===== config.mk =====
export PLATFORM = sky130hd
export DESIGN_NAME = plane_scaler_setup
export DESIGN_NICKNAME = d
export VERILOG_FILES = /design/src/rtl/pss_pkg.sv /design/src/rtl/pss_prep.sv /design/src/rtl/pss_div.sv /design/src/rtl/pss_seq.sv /design/src/rtl/plane_scaler_setup.sv
export SDC_FILE = /design/constraint.sdc
export NUM_CORES = 2
export LEC_CHECK = 0
export ABC_AREA = 1
export BUFFER_PORTS_ARGS = -buffer_cell sky130_fd_sc_hd__buf_2
export CORE_ASPECT_RATIO = 0.8
export CORE_UTILIZATION = 55
export CTS_BUF_LIST = sky130_fd_sc_hd__clkbuf_8 sky130_fd_sc_hd__clkbuf_16
export DETAILED_ROUTE_END_ITERATION = 7
export GPL_TIMING_DRIVEN = 0
export PLACE_DENSITY = 0.76
export SYNTH_ARGS = -nofsm -noshare
export SYNTH_HDL_FRONTEND = slang
export SYNTH_SLANG_ARGS = --single-unit

===== constraint.sdc =====
create_clock -name clk -period 12.8 [get_ports clk]
set_clock_uncertainty 0.15 [all_clocks]
set_input_delay 0 -clock clk [delete_from_list [all_inputs] [get_ports clk]]
set_output_delay 0 -clock clk [all_outputs]
set_load 0.02 [all_outputs]

===== src/rtl/pss_pkg.sv =====
// ----------------------------------------------------------------------------
// pss_pkg: shared types and constants of the plane scaler setup block
// Transaction structs, pipeline payloads, write slots, register offsets and
// the three filter coefficient sets.
// ----------------------------------------------------------------------------
package pss_pkg;

  localparam int MAX_DIM   = 4096;
  localparam int DIM_W     = $clog2(MAX_DIM) + 1;   // size fields
  localparam int POS_W     = $clog2(MAX_DIM);       // coordinate fields
  localparam int SCALE_SH  = 13;                    // ratio scale of 8192
  localparam int NUM_W     = DIM_W + SCALE_SH;      // ratio dividend
  localparam int AREA_W    = 2 * DIM_W;
  localparam int HALF_W    = 16;
  localparam int ADDR_W    = 11;
  localparam int VAL_W     = 32;
  localparam int DIV_STEPS_DEF = 2;                 // quotient bits per stage

  localparam int WRITES_PER_RUN = 12;
  localparam int CNT_W          = $clog2(WRITES_PER_RUN);

  // write slots within one run
  localparam logic [CNT_W-1:0] IDX_RATIO = CNT_W'(0);
  localparam logic [CNT_W-1:0] IDX_COEF0 = CNT_W'(1);
  localparam logic [CNT_W-1:0] IDX_ISIZE = CNT_W'(9);
  localparam logic [CNT_W-1:0] IDX_OSIZE = CNT_W'(10);
  localparam logic [CNT_W-1:0] IDX_COORD = CNT_W'(11);

  // register map
  localparam logic [ADDR_W-1:0] PLANE_BASE = ADDR_W'(12'h400);
  localparam logic [7:0] OFF_SR    = 8'h0C;
  localparam logic [7:0] OFF_COEF0 = 8'h10;
  localparam logic [7:0] OFF_ISIZE = 8'h04;
  localparam logic [7:0] OFF_OSIZE = 8'h08;
  localparam logic [7:0] OFF_COOR  = 8'h54;

  typedef enum logic [1:0] {
    SET_SHARP  = 2'd0,
    SET_LINEAR = 2'd1,
    SET_SMOOTH = 2'd2
  } coef_set_t;

  localparam logic [31:0] COEF_SHARP [8] = '{
    32'h00400000, 32'hFC3E07FF, 32'hFA3810FE, 32'hF9301BFC,
    32'hFA2626FA, 32'hFC1B30F9, 32'hFE1038FA, 32'hFF073EFC};
  localparam logic [31:0] COEF_LINEAR [8] = '{
    32'h00400000, 32'h00380800, 32'h00301000, 32'h00281800,
    32'h00202000, 32'h00182800, 32'h00103000, 32'h00083800};
  localparam logic [31:0] COEF_SMOOTH [8] = '{
    32'h10201000, 32'h0E1E1202, 32'h0C1C1404, 32'h0A1A1606,
    32'h08181808, 32'h06161A0A, 32'h04141C0C, 32'h02121E0E};

  typedef struct packed {
    logic [1:0]       plane_sel;
    logic [DIM_W-1:0] src_width;
    logic [DIM_W-1:0] src_height;
    logic [POS_W-1:0] dst_left;
    logic [POS_W-1:0] dst_top;
    logic [DIM_W-1:0] dst_width;
    logic [DIM_W-1:0] dst_height;
  } req_t;

  typedef struct packed {
    logic [ADDR_W-1:0] reg_addr;
    logic [VAL_W-1:0]  reg_value;
    logic              last_write;
  } wr_t;

  // per-request context carried alongside the dividers
  typedef struct packed {
    logic [1:0]       plane;
    coef_set_t        cset;
    logic [VAL_W-1:0] isize;
    logic [VAL_W-1:0] osize;
    logic [VAL_W-1:0] coord;
  } ctx_t;

  // one restoring divider lane: num shifts out dividend bits, in quotient bits
  typedef struct packed {
    logic [NUM_W-1:0] num;
    logic [DIM_W-1:0] rem;
    logic [DIM_W-1:0] den;
    logic             den_zero;
  } div_lane_t;

  typedef struct packed {
    ctx_t      ctx;
    div_lane_t h;
    div_lane_t v;
  } div_pay_t;

  function automatic logic [31:0] coef_word(coef_set_t s, logic [2:0] k);
    logic [31:0] w;
    case (s)
      SET_SHARP:  w = COEF_SHARP[k];
      SET_LINEAR: w = COEF_LINEAR[k];
      SET_SMOOTH: w = COEF_SMOOTH[k];
      default:    w = COEF_SMOOTH[k];
    endcase
    return w;
  endfunction

endpackage


===== src/rtl/pss_prep.sv =====
// ----------------------------------------------------------------------------
// pss_prep: request front end
// Stage 1 forms the source and destination areas; stage 2 picks the
// coefficient set, builds the size and coordinate words and loads the
// ratio dividers.
// ----------------------------------------------------------------------------
module pss_prep (
  input  logic              clk,
  input  logic              rst_n,
  input  logic              in_valid,
  output logic              in_ready,
  input  pss_pkg::req_t     in_req,
  output logic              out_valid,
  input  logic              out_ready,
  output pss_pkg::div_pay_t out_pay
);
  import pss_pkg::*;

  logic              v1_r, v2_r;
  logic              rdy1, rdy2;
  req_t              req1_r;
  logic [AREA_W-1:0] area_src1_r, area_dst1_r;
  div_pay_t          pay2_r, pay2_nxt;

  logic [AREA_W:0]   area_dst2;
  logic [AREA_W+2:0] area_dst5;
  coef_set_t         cset;

  assign rdy2     = !v2_r || out_ready;
  assign rdy1     = !v1_r || rdy2;
  assign in_ready = rdy1;

  always_ff @(posedge clk) begin
    if (!rst_n) begin
      v1_r <= 1'b0;
    end else if (rdy1) begin
      v1_r <= in_valid;
    end
    if (rdy1 && in_valid) begin
      req1_r      <= in_req;
      area_src1_r <= AREA_W'(in_req.src_width) * AREA_W'(in_req.src_height);
      area_dst1_r <= AREA_W'(in_req.dst_width) * AREA_W'(in_req.dst_height);
    end
  end

  // truncated quotient <= 1 iff src < 2*dst, <= 4 iff src < 5*dst;
  // a zero destination area fails both and lands on the smooth set
  always_comb begin
    area_dst2 = {area_dst1_r, 1'b0};
    area_dst5 = {area_dst1_r, 2'b00} + (AREA_W+3)'(area_dst1_r);
    if ((AREA_W+1)'(area_src1_r) < area_dst2) begin
      cset = SET_SHARP;
    end else if ((AREA_W+3)'(area_src1_r) < area_dst5) begin
      cset = SET_LINEAR;
    end else begin
      cset = SET_SMOOTH;
    end
  end

  always_comb begin
    pay2_nxt.ctx.plane = req1_r.plane_sel;
    pay2_nxt.ctx.cset  = cset;
    pay2_nxt.ctx.isize = {HALF_W'(req1_r.src_height) - HALF_W'(1),
                          HALF_W'(req1_r.src_width) - HALF_W'(1)};
    pay2_nxt.ctx.osize = {HALF_W'(req1_r.dst_height) - HALF_W'(1),
                          HALF_W'(req1_r.dst_width) - HALF_W'(1)};
    pay2_nxt.ctx.coord = {HALF_W'(req1_r.dst_top), HALF_W'(req1_r.dst_left)};
    // ceil(src * 8192 / dst) as floor((src * 8192 + dst - 1) / dst)
    pay2_nxt.h.num      = {req1_r.src_width, {SCALE_SH{1'b0}}}
                          + NUM_W'(req1_r.dst_width) - NUM_W'(1);
    pay2_nxt.h.rem      = '0;
    pay2_nxt.h.den      = req1_r.dst_width;
    pay2_nxt.h.den_zero = (req1_r.dst_width == '0);
    pay2_nxt.v.num      = {req1_r.src_height, {SCALE_SH{1'b0}}}
                          + NUM_W'(req1_r.dst_height) - NUM_W'(1);
    pay2_nxt.v.rem      = '0;
    pay2_nxt.v.den      = req1_r.dst_height;
    pay2_nxt.v.den_zero = (req1_r.dst_height == '0);
  end

  always_ff @(posedge clk) begin
    if (!rst_n) begin
      v2_r <= 1'b0;
    end else if (rdy2) begin
      v2_r <= v1_r;
    end
    if (rdy2 && v1_r) begin
      pay2_r <= pay2_nxt;
    end
  end

  assign out_valid = v2_r;
  assign out_pay   = pay2_r;

endmodule


===== src/rtl/pss_div.sv =====
// ----------------------------------------------------------------------------
// pss_div: pipelined ratio dividers
// Two restoring dividers (horizontal, vertical) run side by side, DIV_STEPS
// quotient bits per stage, with the request context riding along.
// ----------------------------------------------------------------------------
module pss_div #(
  parameter int DIV_STEPS = pss_pkg::DIV_STEPS_DEF
) (
  input  logic              clk,
  input  logic              rst_n,
  input  logic              in_valid,
  output logic              in_ready,
  input  pss_pkg::div_pay_t in_pay,
  output logic              out_valid,
  input  logic              out_ready,
  output pss_pkg::div_pay_t out_pay
);
  import pss_pkg::*;

  localparam int STAGES = (NUM_W + DIV_STEPS - 1) / DIV_STEPS;

  function automatic div_lane_t div_step(div_lane_t l);
    logic [DIM_W:0] trial;
    div_lane_t      o;
    o     = l;
    trial = {l.rem, l.num[NUM_W-1]};
    if (trial >= {1'b0, l.den}) begin
      trial = trial - {1'b0, l.den};
      o.num = {l.num[NUM_W-2:0], 1'b1};
    end else begin
      o.num = {l.num[NUM_W-2:0], 1'b0};
    end
    o.rem = trial[DIM_W-1:0];
    return o;
  endfunction

  div_pay_t          pay_r [STAGES];
  logic [STAGES-1:0] vld_r;
  logic [STAGES:0]   rdy;

  assign rdy[STAGES] = out_ready;

  for (genvar s = 0; s < STAGES; s++) begin : g_stage
    div_pay_t stage_in, stage_nxt;
    logic     v_in;

    if (s == 0) begin : g_first
      assign stage_in = in_pay;
      assign v_in     = in_valid;
    end else begin : g_next
      assign stage_in = pay_r[s-1];
      assign v_in     = vld_r[s-1];
    end

    always_comb begin
      stage_nxt = stage_in;
      for (int j = 0; j < DIV_STEPS; j++) begin
        if (s * DIV_STEPS + j < NUM_W) begin
          stage_nxt.h = div_step(stage_nxt.h);
          stage_nxt.v = div_step(stage_nxt.v);
        end
      end
    end

    assign rdy[s] = !vld_r[s] || rdy[s+1];

    always_ff @(posedge clk) begin
      if (!rst_n) begin
        vld_r[s] <= 1'b0;
      end else if (rdy[s]) begin
        vld_r[s] <= v_in;
      end
      if (rdy[s] && v_in) begin
        pay_r[s] <= stage_nxt;
      end
    end
  end

  assign in_ready  = rdy[0];
  assign out_valid = vld_r[STAGES-1];
  assign out_pay   = pay_r[STAGES-1];

endmodule


===== src/rtl/pss_seq.sv =====
// ----------------------------------------------------------------------------
// pss_seq: write sequencer
// Holds one finished request and plays out its twelve register writes
// through a registered output stage.
// ----------------------------------------------------------------------------
module pss_seq (
  input  logic              clk,
  input  logic              rst_n,
  input  logic              in_valid,
  output logic              in_ready,
  input  pss_pkg::div_pay_t in_pay,
  output logic              out_valid,
  input  logic              out_stall,
  output pss_pkg::wr_t      out_data
);
  import pss_pkg::*;

  logic             item_v_r;
  ctx_t             ctx_r;
  logic [VAL_W-1:0] ratio_r, ratio_nxt;
  logic [CNT_W-1:0] cnt_r;
  logic             out_v_r;
  wr_t              out_r, wr_nxt;
  logic             out_load, item_done;
  logic [7:0]       off;
  logic [2:0]       coef_k;

  assign out_load  = item_v_r && (!out_v_r || !out_stall);
  assign item_done = out_load && (cnt_r == IDX_COORD);
  assign in_ready  = !item_v_r || item_done;

  // a zero divisor reads as all ones
  always_comb begin
    ratio_nxt[VAL_W-1:HALF_W] = in_pay.v.den_zero ? '1 : in_pay.v.num[HALF_W-1:0];
    ratio_nxt[HALF_W-1:0]     = in_pay.h.den_zero ? '1 : in_pay.h.num[HALF_W-1:0];
  end

  always_comb begin
    coef_k = 3'(cnt_r - IDX_COEF0);
    case (cnt_r)
      IDX_RATIO: begin
        off              = OFF_SR;
        wr_nxt.reg_value = ratio_r;
      end
      IDX_ISIZE: begin
        off              = OFF_ISIZE;
        wr_nxt.reg_value = ctx_r.isize;
      end
      IDX_OSIZE: begin
        off              = OFF_OSIZE;
        wr_nxt.reg_value = ctx_r.osize;
      end
      IDX_COORD: begin
        off              = OFF_COOR;
        wr_nxt.reg_value = ctx_r.coord;
      end
      default: begin
        off              = OFF_COEF0 + {3'b000, coef_k, 2'b00};
        wr_nxt.reg_value = coef_word(ctx_r.cset, coef_k);
      end
    endcase
    wr_nxt.reg_addr   = PLANE_BASE + {1'b0, ctx_r.plane, 8'h00} + ADDR_W'(off);
    wr_nxt.last_write = (cnt_r == IDX_COORD);
  end

  always_ff @(posedge clk) begin
    if (!rst_n) begin
      item_v_r <= 1'b0;
      cnt_r    <= IDX_RATIO;
      out_v_r  <= 1'b0;
    end else begin
      if (in_valid && in_ready) begin
        item_v_r <= 1'b1;
        cnt_r    <= IDX_RATIO;
      end else if (item_done) begin
        item_v_r <= 1'b0;
      end else if (out_load) begin
        cnt_r <= cnt_r + CNT_W'(1);
      end
      if (out_load) begin
        out_v_r <= 1'b1;
      end else if (!out_stall) begin
        out_v_r <= 1'b0;
      end
    end
    if (in_valid && in_ready) begin
      ctx_r   <= in_pay.ctx;
      ratio_r <= ratio_nxt;
    end
    if (out_load) begin
      out_r <= wr_nxt;
    end
  end

  assign out_valid = out_v_r;
  assign out_data  = out_r;

endmodule


===== src/rtl/plane_scaler_setup.sv =====
// ----------------------------------------------------------------------------
// plane_scaler_setup: plane scaler register write generator
// Turns one plane scaling request into a run of twelve register writes.
// ----------------------------------------------------------------------------
// Usage:
//   in_valid/in_stall/in_data carry requests (plane, source size,
//   destination position and size). out_valid/out_stall/out_data carry the
//   register writes: ratio word, eight coefficient words, input size,
//   output size and coordinates, the last one flagged by last_write.
//   A transaction completes on a rising edge with valid high and stall low.
// Pipeline: the first write of a run passes through two front-end stages,
//   ceil(26 / DIV_STEPS) divider stages, the run holding register and the
//   output register.
// Output: the single write port emits the twelve writes of a run on
//   consecutive cycles while out_stall is low. With DIV_STEPS = 2, up to
//   15 requests can wait in the pipeline behind the run being played out.
// Reset: rst_n (synchronous) empties every stage and drops out_valid.
// Stall: out_stall holds the current write; the pipeline fills behind it
//   and in_stall rises once no stage is free.
// ----------------------------------------------------------------------------
module plane_scaler_setup #(
  parameter int DIV_STEPS = pss_pkg::DIV_STEPS_DEF
) (
  input  logic          clk,
  input  logic          rst_n,
  input  logic          in_valid,
  output logic          in_stall,
  input  pss_pkg::req_t in_data,
  output logic          out_valid,
  input  logic          out_stall,
  output pss_pkg::wr_t  out_data
);
  import pss_pkg::*;

  logic     prep_ready;
  logic     prep_valid, div_ready;
  div_pay_t prep_pay;
  logic     div_valid, seq_ready;
  div_pay_t div_pay;

  assign in_stall = !prep_ready;

  pss_prep u_prep (
    .clk       (clk),
    .rst_n     (rst_n),
    .in_valid  (in_valid),
    .in_ready  (prep_ready),
    .in_req    (in_data),
    .out_valid (prep_valid),
    .out_ready (div_ready),
    .out_pay   (prep_pay)
  );

  pss_div #(
    .DIV_STEPS (DIV_STEPS)
  ) u_div (
    .clk       (clk),
    .rst_n     (rst_n),
    .in_valid  (prep_valid),
    .in_ready  (div_ready),
    .in_pay    (prep_pay),
    .out_valid (div_valid),
    .out_ready (seq_ready),
    .out_pay   (div_pay)
  );

  pss_seq u_seq (
    .clk       (clk),
    .rst_n     (rst_n),
    .in_valid  (div_valid),
    .in_ready  (seq_ready),
    .in_pay    (div_pay),
    .out_valid (out_valid),
    .out_stall (out_stall),
    .out_data  (out_data)
  );

  // a run has no gaps: every write but the last is followed by the next
  a_run_contiguous: assert property (@(posedge clk) disable iff (!rst_n)
    out_valid && !out_stall && !out_data.last_write |=> out_valid)
    else $error("gap inside a write run");

  // the run closes on the coordinate register
  a_last_is_coord: assert property (@(posedge clk) disable iff (!rst_n)
    out_valid && out_data.last_write |-> out_data.reg_addr[7:0] == OFF_COOR)
    else $error("last write not on coordinate register");

  // the ratio write is followed by the first coefficient of the same plane
  a_ratio_then_coef: assert property (@(posedge clk) disable iff (!rst_n)
    out_valid && !out_stall && out_data.reg_addr[7:0] == OFF_SR
    |=> out_data.reg_addr[7:0] == OFF_COEF0 && $stable(out_data.reg_addr[9:8]))
    else $error("coefficient write does not follow ratio write");

endmodule


==> reports/metrics.yaml <==
clock_tree:
  cts_tree: "yes"
  post_cts_buffers: 0
  cts_buffers: 229
  root_buffer: "clkbuf_16"
  htree_levels: 4
  clkLatencyLatePin_ns: 0.94
  cts_buffer_depth: 4
  cts.sink_count: 2403
  cts.reportedPaths.clkPinSlew_ns: 0.07
placed_design:
  dpl_cell_area_mm2: 0.130
  pre_cts_slack_ns: 6.84
  hpwl_mm: 215
  portBuffers: 123
  dp.cells: 14122
  gp_congestion: 0.924
yosys:
  synth_area_mm2: 0.125
  async_reset_ff_frac: 0
  synthMuxAreaShare: 0.000180
  yosysMostFrequentCell: "edfxtp_1"
  ys_warn_count: 0
  avgSynthCellArea_um2: 11.4
  synth_top_area_share: 0.573
  ys.flop_type: "edfxtp_1"
  synth.area.top_cells: "edfxtp_1, ha_1, nand2_1, fa_1, inv_1"
  yosys-top-cells-count: "edfxtp_1, nand2_1, inv_1, ha_1, a21oi_1"
  synth_edf_count: 2382
  synth_top_family_by_area: "adder cells"
  synthSimpleGateAreaFrac: 0.111
  synth-seq-cells: 2403
  synthAdderAreaFrac: 0.135
  synth_compound_area_frac: 0.0829
  synth_top_area_cell: "edfxtp_1"
  netlist_instances: 10948
  ys_types: 68
  synth-xor-area-share: 0.0424
  ys_seq_area_frac: 0.576
power_and_ir_drop:
  p_comb_frac: 0.208
  p_per_area_mw_per_mm2: 144
  p_int_mw: 14.3
  p_sw_mw: 5.69
  swShare: 0.284
  worst_ir_drop_vdd_mv: 0.169
  leakage_nw: 57.1
  pwr-share-seq: 0.448
  p_clk_frac: 0.345
timing:
  fin_ws_ns: 7.08
  period_minus_slack_ns: 5.72
  fmaxAchievable_mhz: 175
  period_share: 0.447
  tightest_slew_ns: 1.23
  slew_violations: 0
  relSlewSlack: 0.178
  holdWs_ns: 0.141
  hold_viol_final: 0
  setup_viol: 0
  rsz0062_at_grt: "false"
global_routing:
  antenna_found_initial: 15
  grt_pass1_vias: 80544
  grt_pass1_wl_mm: 454
  grt_overflow: 0
  grt_start_max_net_pins: 128
  grt_use_total: 0.255
critical_path:
  path_class: "input port to flop"
  required_ns: 13.20
  rr_endpoint: "u_div.pay_r[0][481]$_DFFE_PP_"
  r2r-start: "u_div.pay_r[0][311]$_DFFE_PP_"
  arrival_ns: 6.13
  worstSetupEndpointType: "flop"
  r2r_slack_ns: 7.13
  worst_setup_path_start_kind: "input port"
  worstRegToRegCells: 26
  path_max_fanout: 10
routing:
  wirelength_mm: 292
  drcViolationCount: 0
  firstDrtPassIters: 6
  wl_per_cell_um: 19.9
  vias: 81431
  vias_per_cell: 5.54
  drt-initial-drc-count: 7452
  postRouteAntennaNets: 0
die:
  row_count: 156
  core_mm2: 0.226
  start_util: 0.553
  die_h_um: 428
  num_io_pins: 128
  die_w_um: 535
  fp.dieArea_mm2: 0.229
hold_path:
  whs_path_depth: 3
  hold_start: "in_data[42]"
  worstHoldEndpoint: "u_prep.pay2_nxt[110]$_DFFE_PP_"
  hold_class: "input port to flop"
finish:
  synthToLayoutAreaGrowth_pct: 11.8
  drive_gt1_frac: 0.0725
  final_util: 0.618
  nNetsFinal: 12767
  final_area_mm2: 0.140
  instances_no_fill: 14707
  fillers: 17345
outcome:
  outcome: "complete, no violations"
flow_run:
  maxCapViolCount: 0
-- per-layer routing --
layer  vias up  share of wire  track usage
met5         -        0.00014            0
met4         8          0.036       0.0865
met3       516          0.061       0.0302
met2      2687           0.46        0.409
met1     39338           0.44        0.361
li1      38882              -            -
-- how the worst max path moves through the flow --
| stage | from | endpoint | slack [ns] |
|---|---|---|---|
| 2_1_floorplan | u_div.g_stage[11].v_in$_SDFFE_PN0P_ | u_div.pay_r[1][412]$_DFFE_PP_ | 2.78 |
| 6_report | in_data[20] | u_prep.area_dst1_r[23]$_DFFE_PP_ | 7.08 |
| 4_1_cts | in_data[20] | u_prep.area_dst1_r[23]$_DFFE_PP_ | 7.16 |
| 3_3_place_gp | u_div.g_stage[11].v_in$_SDFFE_PN0P_ | u_div.pay_r[1][450]$_DFFE_PP_ | -2.68 |
| 3_5_place_dp | in_data[20] | u_prep.area_dst1_r[23]$_DFFE_PP_ | 6.84 |
| 5_1_grt | u_div.pay_r[0][311]$_DFFE_PP_ | u_div.pay_r[0][481]$_DFFE_PP_ | 6.77 |
-- area by class of cell --
type / count / area, µm² / area share
Sequential cell: 2403 / 71900 / 0.515
Antenna cell: 1 / 2.50 / 0.0000179
Inverter: 1499 / 5680 / 0.0407
Clock inverter: 191 / 1840 / 0.0132
Buffer: 152 / 897 / 0.00643
Clock buffer: 229 / 5730 / 0.0411
Timing Repair Buffer: 334 / 3290 / 0.0236
Tap cell: 3002 / 3760 / 0.0269
Multi-Input combinational cell: 6896 / 46400 / 0.333
-- logic make-up after synthesis --
family          count (synthesis)
buf+inv                      1651
xor+xnor                      605
simple gates                 3323
other cells                     2
compound gates               1792
mux                             2
flops                        2403
fa+ha+maj                    1170
-- power groups by stage --
stage	registers, mW	clock network [mW]	logic (mW)
4_1_cts	8.97	7.01	4.16
2_1_floorplan	9.10	0	3.10
6_report	8.97	6.90	4.16
3_3_place_gp	9.16	0	3.99
5_1_grt	8.98	7.29	4.75
3_5_place_dp	9.14	0	4.08
-- cells in the final DEF, fill, tap and decap left out, types with 42 or more instances in the layout --
| cell | count |
|---|---|
| a31oi_1 | 71 |
| o21ai_1 | 55 |
| nor2_1 | 549 |
| clkinv_1 | 42 |
| o21ai_0 | 618 |
| edfxtp_1 | 2382 |
| clkbuf_16 | 229 |
| fa_1 | 291 |
| xnor2_1 | 278 |
| nand3_1 | 167 |
| ha_1 | 879 |
| clkbuf_1 | 68 |
| inv_1 | 1489 |
| buf_2 | 150 |
| clkinv_2 | 42 |
| nand2_1 | 2225 |
| a21o_1 | 56 |
| nand4_1 | 70 |
| xor2_1 | 327 |
| dlygate4sd3_1 | 164 |
| nor3_1 | 105 |
| or2_2 | 74 |
| a21oi_1 | 650 |
-- stage by stage --
stage	setup TNS [ns]	total power [mW]
2_1_floorplan	0	12.2
3_3_place_gp	-432.25	13.2
3_5_place_dp	0	13.2
4_1_cts	0	20.1
5_1_grt	0	21.0
6_report	0	20.0
-- registers in the layout (all words and copies together) (netlist names) --
signal / flops
u_div.pay_r: 1958
u_prep.out_pay: 138
u_seq.ctx_r: 84
u_prep.pay2_nxt: 52
u_seq.out_data: 40
u_seq.ratio_r: 32
u_prep.area_dst1_r: 26
u_prep.area_src1_r: 26
u_prep.req1_r: 26
u_div.g_stage.v_in: 12
u_seq.cnt_r: 4
u_div.out_valid: 1
u_prep.out_valid: 1
u_prep.v1_r: 1
u_seq.item_v_r: 1
u_seq.out_valid: 1
-- critical path, stage by stage --
cell and delay, ns:
dlygate4sd3_1 0.52, buf_2 0.24, clkbuf_1 0.55, nand2_1 0.19
fa_1 0.57, inv_1 0.05, fa_1 0.46, fa_1 0.52
fa_1 0.54, inv_1 0.06, fa_1 0.57, inv_1 0.05
ha_1 0.37, nand2_1 0.12, nor2_1 0.17, inv_1 0.06
o31ai_1 0.45, nand2_1 0.10, o211ai_1 0.18, a31oi_1 0.17
xor2_1 0.17
-- repair_timing --
action | CTS | global route
endpoints found under the hold margin | 244 | 0
gates resized for setup | 0 | 0
hold buffers | 164 | 0
Power figures use the tool's default switching activity.
